===== src/hw/rtl/hbbm_pkg.sv =====
// ----------------------------------------------------------------------------
// H-bridge break-before-make controller package
// Types, codes and the state-to-switch decode shared by the controller files.
// ----------------------------------------------------------------------------
package hbbm_pkg;

    // Width of the dead-time and period counters.
    localparam int TIMER_BITS = 24;
    // Width of the configuration registers and of the write data.
    localparam int CFG_W      = 24;
    localparam int CFG_IDX_W  = 2;
    // Comparison width that holds both a counter and a register value.
    localparam int CMP_W      = (TIMER_BITS > CFG_W) ? TIMER_BITS : CFG_W;

    localparam logic [TIMER_BITS-1:0] TIMER_MAX = {TIMER_BITS{1'b1}};
    localparam logic [CFG_W-1:0]      DEAD_TIME_RESET = CFG_W'(10000);

    // Configuration register indexes.
    localparam logic [CFG_IDX_W-1:0] REG_OPERATION_MODE = 2'd0;
    localparam logic [CFG_IDX_W-1:0] REG_HALF_PERIOD    = 2'd1;
    localparam logic [CFG_IDX_W-1:0] REG_DEAD_TIME      = 2'd2;

    // Item kinds.
    localparam logic [1:0] MODE_TICK  = 2'd0;
    localparam logic [1:0] MODE_QUEUE = 2'd1;
    localparam logic [1:0] MODE_FORCE = 2'd2;

    // Bridge states.
    localparam logic [1:0] ST_GND   = 2'd0;
    localparam logic [1:0] ST_HVA   = 2'd1;
    localparam logic [1:0] ST_HVB   = 2'd2;
    localparam logic [1:0] ST_HIGHZ = 2'd3;

    // Bit positions in a switch vector.
    localparam int SW_LOW_A  = 0;
    localparam int SW_LOW_B  = 1;
    localparam int SW_HIGH_A = 2;
    localparam int SW_HIGH_B = 3;

    typedef logic [3:0] sw_t;

    typedef struct packed {
        logic                  op_mode;
        logic [CFG_W-1:0]      half_period;
        logic [CFG_W-1:0]      dead_time;
    } cfg_t;

    typedef struct packed {
        logic [1:0] mode;
        logic [1:0] req;
        logic       pause;
    } item_t;

    typedef struct packed {
        sw_t                   sw;
        sw_t                   target;
        logic [1:0]            bridge;
        logic                  waiting;
        logic [TIMER_BITS-1:0] dead_cnt;
        logic [TIMER_BITS-1:0] period_cnt;
        logic                  toggle;
        logic                  pend_valid;
        logic [1:0]            pend_state;
    } state_t;

    typedef struct packed {
        sw_t        sw;
        logic [1:0] present_state;
        logic       waiting;
        logic       pulse;
    } result_t;

    // Switch pattern that realizes a bridge state.
    function automatic sw_t pattern_of(input logic [1:0] st);
        sw_t p;
        p = '0;
        case (st)
            ST_GND:   p = sw_t'((1 << SW_LOW_A) | (1 << SW_LOW_B));
            ST_HVA:   p = sw_t'((1 << SW_LOW_B) | (1 << SW_HIGH_A));
            ST_HVB:   p = sw_t'((1 << SW_LOW_A) | (1 << SW_HIGH_B));
            default:  p = '0;
        endcase
        return p;
    endfunction

    localparam state_t STATE_RESET = '{
        sw:         sw_t'((1 << SW_LOW_A) | (1 << SW_LOW_B)),
        target:     sw_t'((1 << SW_LOW_A) | (1 << SW_LOW_B)),
        bridge:     ST_GND,
        waiting:    1'b0,
        dead_cnt:   '0,
        period_cnt: '0,
        toggle:     1'b0,
        pend_valid: 1'b0,
        pend_state: ST_GND
    };

endpackage


===== src/hw/rtl/hbbm_step.sv =====
// ----------------------------------------------------------------------------
// H-bridge break-before-make step logic
// Combinational update of the controller state for one transaction.
// ----------------------------------------------------------------------------
module hbbm_step
(
    input  hbbm_pkg::state_t  state_q,
    input  hbbm_pkg::cfg_t    cfg,
    input  hbbm_pkg::item_t   item,
    output hbbm_pkg::state_t  state_d,
    output hbbm_pkg::result_t result
);

    logic                            is_tick;
    logic                            periodic;
    logic                            change;
    logic [1:0]                      change_st;
    logic [hbbm_pkg::TIMER_BITS-1:0] pc_inc;
    logic                            pc_expired;
    logic                            toggle_new;
    logic                            close;
    hbbm_pkg::sw_t                   new_target;

    always_comb
    begin
        state_d    = state_q;
        is_tick    = (item.mode == hbbm_pkg::MODE_TICK);
        periodic   = cfg.op_mode && (cfg.half_period != '0);
        change     = 1'b0;
        change_st  = item.req;
        toggle_new = state_q.toggle ^ 1'b1;
        pc_inc     = (state_q.period_cnt == hbbm_pkg::TIMER_MAX) ?
                     state_q.period_cnt : state_q.period_cnt + 1'b1;
        pc_expired = (hbbm_pkg::CMP_W'(pc_inc) > hbbm_pkg::CMP_W'(cfg.half_period));

        case (item.mode)
            hbbm_pkg::MODE_TICK:
            begin
                if (!periodic)
                begin
                    if (state_q.pend_valid)
                    begin
                        change             = 1'b1;
                        change_st          = state_q.pend_state;
                        state_d.pend_valid = 1'b0;
                    end
                end
                else if (pc_expired && !item.pause)
                begin
                    state_d.period_cnt = '0;
                    state_d.toggle     = toggle_new;
                    change             = 1'b1;
                    change_st          = toggle_new ? hbbm_pkg::ST_HVB : hbbm_pkg::ST_HVA;
                end
                else
                begin
                    state_d.period_cnt = pc_inc;
                end
            end
            hbbm_pkg::MODE_QUEUE:
            begin
                state_d.pend_valid = 1'b1;
                state_d.pend_state = item.req;
            end
            hbbm_pkg::MODE_FORCE:
            begin
                change = 1'b1;
            end
            default:
            begin
            end
        endcase

        // Break: open every switch that the new pattern does not hold.
        new_target = hbbm_pkg::pattern_of(change_st);
        if (change)
        begin
            state_d.target   = new_target;
            state_d.bridge   = change_st;
            state_d.sw       = state_q.sw & new_target;
            state_d.waiting  = 1'b1;
            state_d.dead_cnt = '0;
        end
        else if (is_tick && state_q.waiting)
        begin
            state_d.dead_cnt = (state_q.dead_cnt == hbbm_pkg::TIMER_MAX) ?
                               state_q.dead_cnt : state_q.dead_cnt + 1'b1;
        end

        // Make: close the remaining switches once the dead time has run out.
        close = (change || is_tick) && state_d.waiting &&
                (hbbm_pkg::CMP_W'(state_d.dead_cnt) >= hbbm_pkg::CMP_W'(cfg.dead_time));
        if (close)
        begin
            state_d.sw      = state_d.sw | state_d.target;
            state_d.waiting = 1'b0;
        end

        result.sw            = state_d.sw;
        result.present_state = state_d.bridge;
        result.waiting       = state_d.waiting;
        result.pulse         = change || close;
    end

endmodule


===== src/hw/rtl/h_bridge_break_before_make.sv =====
// ----------------------------------------------------------------------------
// H-bridge break-before-make controller
// Sequences four bridge switches with dead time between opening and closing.
// ----------------------------------------------------------------------------
// Usage: each input transaction (in_valid / in_stall) is a tick, a queued
// state request or a forced state. Every input transaction produces exactly
// one output transaction (out_valid / out_stall) that carries the four switch
// drives, the commanded bridge state, the dead-time wait flag and the
// stabilization pulse for the supply monitor.
// Path: an accepted transaction is registered in the input register, then
// processed and registered in the result register, which drives the output.
// Throughput: one transaction per clock while the receiver does not stall; the
// state update is counter increments, compares and a switch decode between the
// input register and the result register.
// Stalls: while the receiver stalls, the result register holds its value and
// the input register holds its transaction; in_stall rises only when both
// are full, so a new transaction is taken while a result waits.
// Reset: the bridge shorts to ground (both low sides on), no request pends,
// the counters clear and the dead time returns to 10000. Configuration writes
// (cfg_we) take effect at once; the user makes them while idle (not enforced).
// ----------------------------------------------------------------------------
module h_bridge_break_before_make
(
    input  logic                           clk,
    input  logic                           rst_n,
    // Configuration write port.
    input  logic                           cfg_we,
    input  logic [hbbm_pkg::CFG_IDX_W-1:0] cfg_index,
    input  logic [hbbm_pkg::CFG_W-1:0]     cfg_data,
    // Input channel.
    input  logic                           in_valid,
    output logic                           in_stall,
    input  logic [1:0]                     mode,
    input  logic [1:0]                     requested_state,
    input  logic                           pause,
    // Output channel.
    output logic                           out_valid,
    input  logic                           out_stall,
    output logic                           low_a_on,
    output logic                           low_b_on,
    output logic                           high_a_on,
    output logic                           high_b_on,
    output logic [1:0]                     present_state,
    output logic                           waiting_dead_time,
    output logic                           stabilize_pulse
);

    // Input register stage.
    logic              in_valid_reg;
    hbbm_pkg::item_t   in_item_reg;
    // Result register stage.
    logic              out_valid_reg;
    hbbm_pkg::result_t out_res_reg;
    // Controller state and configuration.
    hbbm_pkg::state_t  state_reg;
    hbbm_pkg::state_t  state_next;
    hbbm_pkg::cfg_t    cfg_reg;
    hbbm_pkg::cfg_t    cfg_next;

    hbbm_pkg::state_t  step_state;
    hbbm_pkg::result_t step_result;

    logic out_free;
    logic in_take;
    logic proc_fire;

    // The result register can take a new value when it is empty or being read.
    assign out_free  = !out_valid_reg || !out_stall;
    assign proc_fire = in_valid_reg && out_free;
    assign in_stall  = in_valid_reg && !out_free;
    assign in_take   = in_valid && !in_stall;

    hbbm_step u_step
    (
        .state_q (state_reg),
        .cfg     (cfg_reg),
        .item    (in_item_reg),
        .state_d (step_state),
        .result  (step_result)
    );

    // Next state: the processed transaction first, then any register write.
    // A write to the mode or the half period restarts the period, and a zero
    // half period queues a return to ground.
    always_comb
    begin
        state_next = proc_fire ? step_state : state_reg;
        cfg_next   = cfg_reg;
        if (cfg_we)
        begin
            unique case (cfg_index)
                hbbm_pkg::REG_OPERATION_MODE:
                begin
                    cfg_next.op_mode = cfg_data[0];
                end
                hbbm_pkg::REG_HALF_PERIOD:
                begin
                    cfg_next.half_period = cfg_data;
                end
                hbbm_pkg::REG_DEAD_TIME:
                begin
                    cfg_next.dead_time = cfg_data;
                end
                default:
                begin
                end
            endcase
            if (cfg_index == hbbm_pkg::REG_OPERATION_MODE ||
                cfg_index == hbbm_pkg::REG_HALF_PERIOD)
            begin
                state_next.period_cnt = '0;
                state_next.toggle     = 1'b0;
                if (cfg_next.half_period == '0)
                begin
                    state_next.pend_valid = 1'b1;
                    state_next.pend_state = hbbm_pkg::ST_GND;
                end
            end
        end
    end

    // Control state.
    always_ff @(posedge clk or negedge rst_n)
    begin
        if (!rst_n)
        begin
            in_valid_reg  <= 1'b0;
            out_valid_reg <= 1'b0;
            state_reg     <= hbbm_pkg::STATE_RESET;
            cfg_reg       <= '{op_mode: 1'b0, half_period: '0,
                               dead_time: hbbm_pkg::DEAD_TIME_RESET};
        end
        else
        begin
            if (!in_stall)
            begin
                in_valid_reg <= in_valid;
            end
            if (out_free)
            begin
                out_valid_reg <= in_valid_reg;
            end
            state_reg <= state_next;
            cfg_reg   <= cfg_next;
        end
    end

    // Payload registers.
    always_ff @(posedge clk)
    begin
        if (in_take)
        begin
            in_item_reg <= '{mode: mode, req: requested_state, pause: pause};
        end
        if (proc_fire)
        begin
            out_res_reg <= step_result;
        end
    end

    assign out_valid         = out_valid_reg;
    assign low_a_on          = out_res_reg.sw[hbbm_pkg::SW_LOW_A];
    assign low_b_on          = out_res_reg.sw[hbbm_pkg::SW_LOW_B];
    assign high_a_on         = out_res_reg.sw[hbbm_pkg::SW_HIGH_A];
    assign high_b_on         = out_res_reg.sw[hbbm_pkg::SW_HIGH_B];
    assign present_state     = out_res_reg.present_state;
    assign waiting_dead_time = out_res_reg.waiting;
    assign stabilize_pulse   = out_res_reg.pulse;

endmodule


===== config.mk =====
export PLATFORM = sky130hd
export DESIGN_NAME = h_bridge_break_before_make
export DESIGN_NICKNAME = d
export VERILOG_FILES = /design/src/hw/rtl/hbbm_pkg.sv /design/src/hw/rtl/hbbm_step.sv /design/src/hw/rtl/h_bridge_break_before_make.sv
export SDC_FILE = /design/constraint.sdc
export NUM_CORES = 1
export LEC_CHECK = 0
export BUFFER_PORTS_ARGS = -buffer_cell sky130_fd_sc_hd__buf_4
export CAP_MARGIN = 15
export CORE_MARGIN = 1.5
export CORE_UTILIZATION = 62
export CTS_CLUSTER_DIAMETER = 40
export DETAILED_ROUTE_END_ITERATION = 8
export HOLD_SLACK_MARGIN = 0.08
export PLACE_DENSITY = 0.85
export SYNTH_ARGS = -nofsm -noshare
export SYNTH_HDL_FRONTEND = slang
export SYNTH_HIERARCHICAL = 1
export SYNTH_SLANG_ARGS = --single-unit

===== constraint.sdc =====
create_clock -name clk -period 8.3 [get_ports clk]
set_clock_uncertainty 0.05 [all_clocks]
set_input_delay 1.245 -clock clk [delete_from_list [all_inputs] [get_ports clk]]
set_output_delay 1.245 -clock clk [all_outputs]
set_load 0.02 [all_outputs]

### Word-level counts from Yosys, hierarchy flattened

Index checks and enable logic that the tools add are counted.
Widths: inputs -> output; s select.

* logic and storage cells: 90
* memories: 0
* RAM bits: 0
* output and inout bits: 10
* ROM bits: 0
* input port bits: 36
* bits in latches: 0
* register bits: 127

* reductions and logical operators: 24
* muxes and demuxes: 30
* order comparisons: 2
* shift operators: 0
* bitwise operators: 3
* add/subtract/negate cells: 2
* multiply operators: 0
* divide/modulo/power cells: 0
* equal/unequal tests: 8

Operators by type and width (number)
* $mux 24: 7
* $mux 28: 3
* $mux 25: 2
* $add 24x1->24 const B: 2
* $eq 24x24->1 const B: 2
* $ge 24x24->1: 1
* $gt 24x24->1: 1
* $logic_not 24->1: 1
* $reduce_bool 24->1: 1
* $mux 2: 6
* $pmux 4 s3: 1
* $mux 11: 1
* $logic_and 1x1->1: 8
* $eq 2x1->1 const B: 3
* $eq 2x2->1 const B: 3
* $logic_not 2->1: 3
* $mux 1: 6
* $logic_not 1->1: 5
* $and 4x4->4: 1
* $logic_or 1x1->1: 4
* $mux 4: 1
* $or 4x4->4: 1
* $pmux 1 s2: 2
* $reduce_and 2->1: 2
* 2 further kinds: 2

### Depth between registers and ports, before layout

Gate-level depths: netlist (run 1).

* depth after elaboration: 14
* depth in mapped cells: 30
* mapped depth without buffers: 26

### Cells and area by module

The synthesis (run 1) kept the hierarchy.

By module, submodules not included
* h_bridge_break_before_make: cells each 419, times used 1, area an instance 4974.8 µm²
* hbbm_step: cells each 496, times used 1, area an instance 3339.5 µm²

### Worst setup path before layout (run 1)

Ideal clock, no wire load.

* path kind: flip-flop to flip-flop
* start: register state_reg[21] in the netlist's numbering
* end: register state_reg[62] in the netlist's numbering
* arrival time: 5.770 ns
* clock period less this slack: 5.937 ns
* data required time: 8.133 ns
* slack: 2.363 ns
* stages on the path, launching flop included: 30
* cell sequence: dfrtp_1 and4_4 nand4_2 nor4_4 or3_1 buf_4 inv_2 and3_1 xor2_1 ha_1 nand4_1 nor3_1 o311a_1 o31ai_4 a2111oi_4 or2_1 buf_2 buf_2 a21oi_1 ha_1 a21o_1 a21o_1 a211oi_1 o211ai_1 o21ai_0 nor3_1 o22a_1 buf_4 nand2_1 nand2_1

RTL lines
* from (decl): line h_bridge_break_before_make.sv:55 `hbbm_pkg::state_t state_reg;`
* from (signal assigned): line h_bridge_break_before_make.sv:129 `state_reg <= hbbm_pkg::STATE_RESET;`
* from (signal assigned): line h_bridge_break_before_make.sv:143 `state_reg <= state_next;`

==> impl_metrics.tcl, run 1 <==
set metrics [dict create \
    status "finished, final reports clean" \
    fillerInstances 1004 \
    p_leak_nw 4.38 \
    post-route-period-util_pct 86.8 \
    cts_resized 0 \
    total_power_mw 1.80 \
    final_common_cell "nand2_1" \
    cts_buffer_depth 2 \
    drv_cap 0 \
    setup_violations 0 \
    area_delta_synth_final_pct 11.3 \
    port_buffers 45 \
    cp-endpoint "high_b_on" \
    grt_first_pass_wirelength_mm 32.7 \
    max_slew_margin_pct 30.7 \
    numCtsBuffers 17 \
    synth_warnings 6 \
    reg2reg_slack_ns 1.10 \
    dp_hpwl_mm 13.9 \
    path_buf_inv 2 \
    crit_family "simple AND/OR/NAND/NOR gates" \
    postCtsSetupBuffers 0 \
    timing.final.crit_period_ns 7.20 \
    cts_root_buffer "clkbuf_16" \
    start_util_pct 63.0 \
    setup_tns_ns 0 \
    grt_usage_pct 29.5 \
    antenna_found_initial 0 \
    drtIter0Drc 673 \
    crit_required_ns 8.42 \
    cp_slowest_stage_delay_ns 0.70 \
    grt_setup_unrepaired "false" \
    die_area_sq_um 14100 \
    hold_buffers 0 \
    reg2regPathDepth 22 \
    gp_congestion 0.903 \
    core_area_sq_um 13200 \
    die_w_microns 119 \
    crit_chain "and4_4 -> nand4_2 -> nor4_4 -> or3_1 -> inv_2 -> and3_1 -> xor2_1 -> ha_1 -> nand4_1 -> nor3_1 -> o311a_1 -> o31ai_4 -> a2111oi_4 -> or2_1 -> buf_4 -> a21oi_1 -> ha_1 -> a2111oi_0 -> a21oi_1 -> o21ai_0 -> nor3_1 -> o22a_1" \
    startpoint "state_reg[21]" \
    final_cell_mix "nand2_1, dfrtp_1, inv_1" \
    netlist_area_sq_um 8310 \
    die_h_microns 119 \
    clock_latency_ns 0.42 \
    reg2reg_from "state_reg[21]" \
    final_util_pct 70.1 \
    final_layout_size_suffix_gt1_share_pct 16.8 \
    powerDensity_nw_per_um2 194 \
    criticalPathCategory "reg2reg" \
    worst_pin_slew_ns 1.04 \
    route.detailed.drc 0 \
    num_vias 6779 \
    synth_edf_count 13 \
    vias_per_cell 5.98 \
    overflow 0 \
    synth_cells 915 \
    synth_fp_nets 1001 \
    max_freq_mhz 139 \
    slowest_stage "o21ai_0" \
    min_path_type "reg2reg" \
    synth-async-reset-ratio_pct 89.8 \
    finalHoldViolCount 0 \
    arrival_ns 7.32 \
    cts.htree.levels 4 \
    antenna_cells 0 \
    critPathMaxFanout 19 \
    cp.depth 22 \
    synth-seq-area-share_pct 39.1 \
    wirelength_mm 19.9 \
    worst_ir_drop_vdd_mv 0.190 \
    clock_sink_count 127 \
    syn_avg_cell_area_sq_um 9.09 \
    largest_reg_flops 63 \
    drtPass1Iterations 5 \
    grt_pass1_vias 6604 \
    ys_types 79 \
    ios 46 \
    avgRoutedWirePerCell_microns 17.5 \
    synth_ff_type "dfrtp_1" \
    ant_nets 0 \
    grt_max_degree 80 \
    synth-seq-cells 127 \
    fp-row-count 42 \
    end_kind "register" \
    worst_setup_path_start_kind "register" \
    clkTransAtPathRegs_ns 0.06 \
    nets 1030 \
    cts_tree "done" \
    r2r-end "high_b_on" \
    final-max-slew-violation-count 0 \
]
-- logic make-up after synthesis --
family          share of synthesized area, %
buf+inv                                 5.48
xor+xnor                                3.90
flops                                   39.1
compound gates                          12.8
mux                                     9.16
simple gates                            22.0
fa+ha+maj                               7.52
-- metal layers --
metal,global-route usage (%),wire length [microns],vias to the layer above
met5,0,0,-
met4,13.3,619,0
met3,6.23,1090,50
met2,48.5,9730,220
met1,37.5,8440,3248
li1,-,-,3261
-- tightest hold or removal path, delay by kind of cell, from the launching register on --
| family | cells | cell delay [ns] |
|---|---|---|
| flops | 1 | 0.37 |
| simple gates | 2 | 0.09 |
-- Yosys cell counts (11+ instances only) --
library cell | count | share of area, %
nand2_1 | 191 | 8.6
dfrtp_1 | 105 | 32
inv_1 | 56 | 2.5
a21oi_1 | 55 | 3.3
nor2_1 | 53 | 2.4
ha_1 | 50 | 7.5
o21ai_0 | 28 | 1.7
nand3_1 | 25 | 1.5
mux2_2 | 22 | 3.0
xor2_1 | 21 | 2.2
clkbuf_1 | 20 | 0.90
mux2_4 | 20 | 3.6
nor4_1 | 16 | 1.2
xnor2_1 | 16 | 1.7
nand4_1 | 15 | 1.1
edfxtp_1 | 13 | 4.7
o21ai_1 | 13 | 0.78
or3_1 | 12 | 0.90
and3_1 | 11 | 0.83
buf_4 | 11 | 0.99
mux2_1 | 11 | 1.5
nor3_1 | 11 | 0.66
-- final cells by class --
cell class,instances,area (sq um),share of cell area (%)
well taps,176,220,2.38
clock buffers,23,478,5.17
repair buffers,52,390,4.22
clock inverters,9,86.3,0.933
inverters,58,218,2.35
flip-flops and latches,127,3250,35.2
multi-input cells,688,4600,49.8
-- power by group --
group          internal [mW]  switching, mW  leakage (nW)
clock network          0.435          0.275         0.274
registers              0.707         0.0651          1.57
logic                  0.138          0.177          2.53
-- worst min-delay path by stage --
stage / cells after the start / to / slack [ns] / startpoint
global placement: 2 / state_reg[55] / 0.40 / state_reg[55]
detailed placement: 2 / state_reg[56] / 0.40 / state_reg[56]
finish: 2 / state_reg[56] / 0.41 / state_reg[56]
CTS: 2 / state_reg[56] / 0.41 / state_reg[56]
floorplan: 2 / state_reg[59] / 0.39 / state_reg[59]
global route: 2 / state_reg[59] / 0.43 / state_reg[59]
-- through the flow --
step / hold WS, ns / setup WS [ns] / area (sq um) / instances
floorplan: 0.389 / 2.36 / 8310 / 915
global placement: 0.397 / 1.32 / 8690 / 1101
detailed placement: 0.404 / 1.13 / 8690 / 1101
CTS: 0.410 / 1.12 / 9250 / 1133
global route: 0.434 / 0.582 / 9250 / 1133
finish: 0.410 / 1.10 / 9250 / 1133
Power figures use the tool's default switching activity.
==> run 2, diff against run 1 <==
Settings changed: CORE_UTILIZATION 62 to 64, CTS_BUF_LIST set to sky130_fd_sc_hd__clkbuf_8, PLACE_DENSITY 0.85 to 0.87.
==> run 2 against run 1 <==
Effect of this change: design area shrank 1.3%; via count rose by 0.56%; utilization rose by 1.9 points; die area decreased by 3.0%; critical endpoint unchanged; highest routed layer unchanged.
==> impl_metrics.tcl, run 2 (synthesis results as in run 1) <==
set metrics [dict create \
    status "finished, final reports clean" \
    p_leak_nw 4.34 \
    slowest_stage "o21ai_0" \
    cts_resized 0 \
    gp_congestion 0.950 \
    route.met2.wl_mm 9.59 \
    port_buffers 45 \
    clock_latency_ns 0.45 \
    die_h_microns 117 \
    grt_usage_pct 30.8 \
    reg2regPathDepth 25 \
    avgRoutedWirePerCell_microns 17.3 \
    vias_per_cell 6.04 \
    end_kind "register" \
    antenna_cells 0 \
    finalHoldViolCount 0 \
    grt_pass1_vias 6657 \
    placed_area_sq_um 8680 \
    area_delta_synth_final_pct 9.86 \
    clock_sink_count 127 \
    setup_tns_ns 0 \
    final_common_cell "nand2_1" \
    wl_met1_mm 8.00 \
    largest_reg_flops 63 \
    reg2reg_from "state_reg[21]" \
    worst_setup_path_start_kind "register" \
    ios 46 \
    worst_ir_drop_vdd_mv 0.171 \
    start_util_pct 65.6 \
    drtIter0Drc 825 \
    fin_ws_ns 1.02 \
    min_path_type "reg2reg" \
    drv_cap 0 \
    max_freq_mhz 137 \
    numCtsBuffers 17 \
    criticalPathCategory "reg2reg" \
    cts.htree.levels 4 \
    fp-row-count 41 \
    final_layout_size_suffix_gt1_share_pct 16.9 \
    die_w_microns 117 \
    total_power_mw 1.69 \
    fillerInstances 896 \
    min_from "state_reg[59]" \
    worst_pin_slew_ns 1.06 \
    final_util_pct 72.1 \
    min_to "state_reg[59]" \
    ant_nets 0 \
    dp_hpwl_mm 13.8 \
    grt_max_degree 82 \
    reg2reg_slack_ns 1.02 \
    cp_slowest_stage_delay_ns 0.67 \
    hold_buffers 0 \
    wl_met3_mm 1.14 \
    top_layer "met4" \
    cts_tree "done" \
    drtPass1Iterations 5 \
    grt_first_pass_wirelength_mm 32.1 \
    post-route-period-util_pct 87.7 \
    timing.final.crit_period_ns 7.28 \
    route.detailed.drc 0 \
    die_area_sq_um 13700 \
    antenna_found_initial 0 \
    grt_setup_unrepaired "false" \
    crit_required_ns 8.46 \
    clkTransAtPathRegs_ns 0.08 \
    num_vias 6817 \
    design_area_sq_um 9130 \
    place_ws_ns 1.20 \
    postCtsSetupBuffers 0 \
    final_cell_mix "nand2_1, dfrtp_1, inv_1" \
    max_slew_margin_pct 29.3 \
    wirelength_mm 19.5 \
    powerDensity_nw_per_um2 185 \
    nets 1030 \
    core_area_sq_um 12700 \
    cts_root_buffer "clkbuf_8" \
    cts_buffer_depth 2 \
    overflow 0 \
    setup_violations 0 \
    final-max-slew-violation-count 0 \
    r2r-end "high_b_on" \
    arrival_ns 7.44 \
    hold_path_depth 2 \
    critPathMaxFanout 18 \
]
## run 2: cell count changes in the layout (fill, tap and decap cells not counted), sizes merged
cell	before	now
clkinv	5	4
clkinvlp	2	1
clkbuf	23	21
bufinv	1	4
inv	59	60
## run 2: worst max path at each step
stage / startpoint / endpoint
final: state_reg[21] / high_b_on
after global routing: state_reg[21] / high_b_on
after CTS: state_reg[21] / high_b_on
after detailed placement: state_reg[21] / high_b_on
after global placement: state_reg[21] / high_b_on
after floorplan: state_reg[21] / state_reg[62]
## run 2: critical path: cells and delay by family, from the launching register on
family	cells	cell delay [ns]
buffers and inverters	2	0.37
adder cells (fa/ha/maj)	2	0.61
AO/OA/AOI/OAI	10	2.51
XOR/XNOR	1	0.16
AND/OR/NAND/NOR	10	2.83
flip-flops	1	0.49
## run 2: power breakdown
group	switching, mW	internal, mW
Sequential	0.0671	0.706
Combinational	0.175	0.137
Clock	0.252	0.357
Total	0.493	1.20
## run 2: routing by layer
layer,GRT usage [%],vias up
met4,15.5,0
met2,52.6,270
met1,37.6,3221
li1,-,3257
met3,5.77,69
met5,0,-
## run 2: layout make-up
type                    count  area (sq um)  area share, %
well taps                 172           215           2.36
flip-flops and latches    127          3250           35.6
inverters                  58           218           2.38
multi-input cells         688          4600           50.4
clock buffers              21           289           3.16
clock inverters            11           163           1.78
repair buffers             52           390           4.27
## run 2: per-stage QoR
| step | hold slack, ns | cells |
|---|---|---|
| floorplan | 0.389 | 915 |
| global placement | 0.397 | 1097 |
| detailed placement | 0.405 | 1097 |
| CTS | 0.416 | 1129 |
| global route | 0.443 | 1129 |
| finish | 0.414 | 1129 |
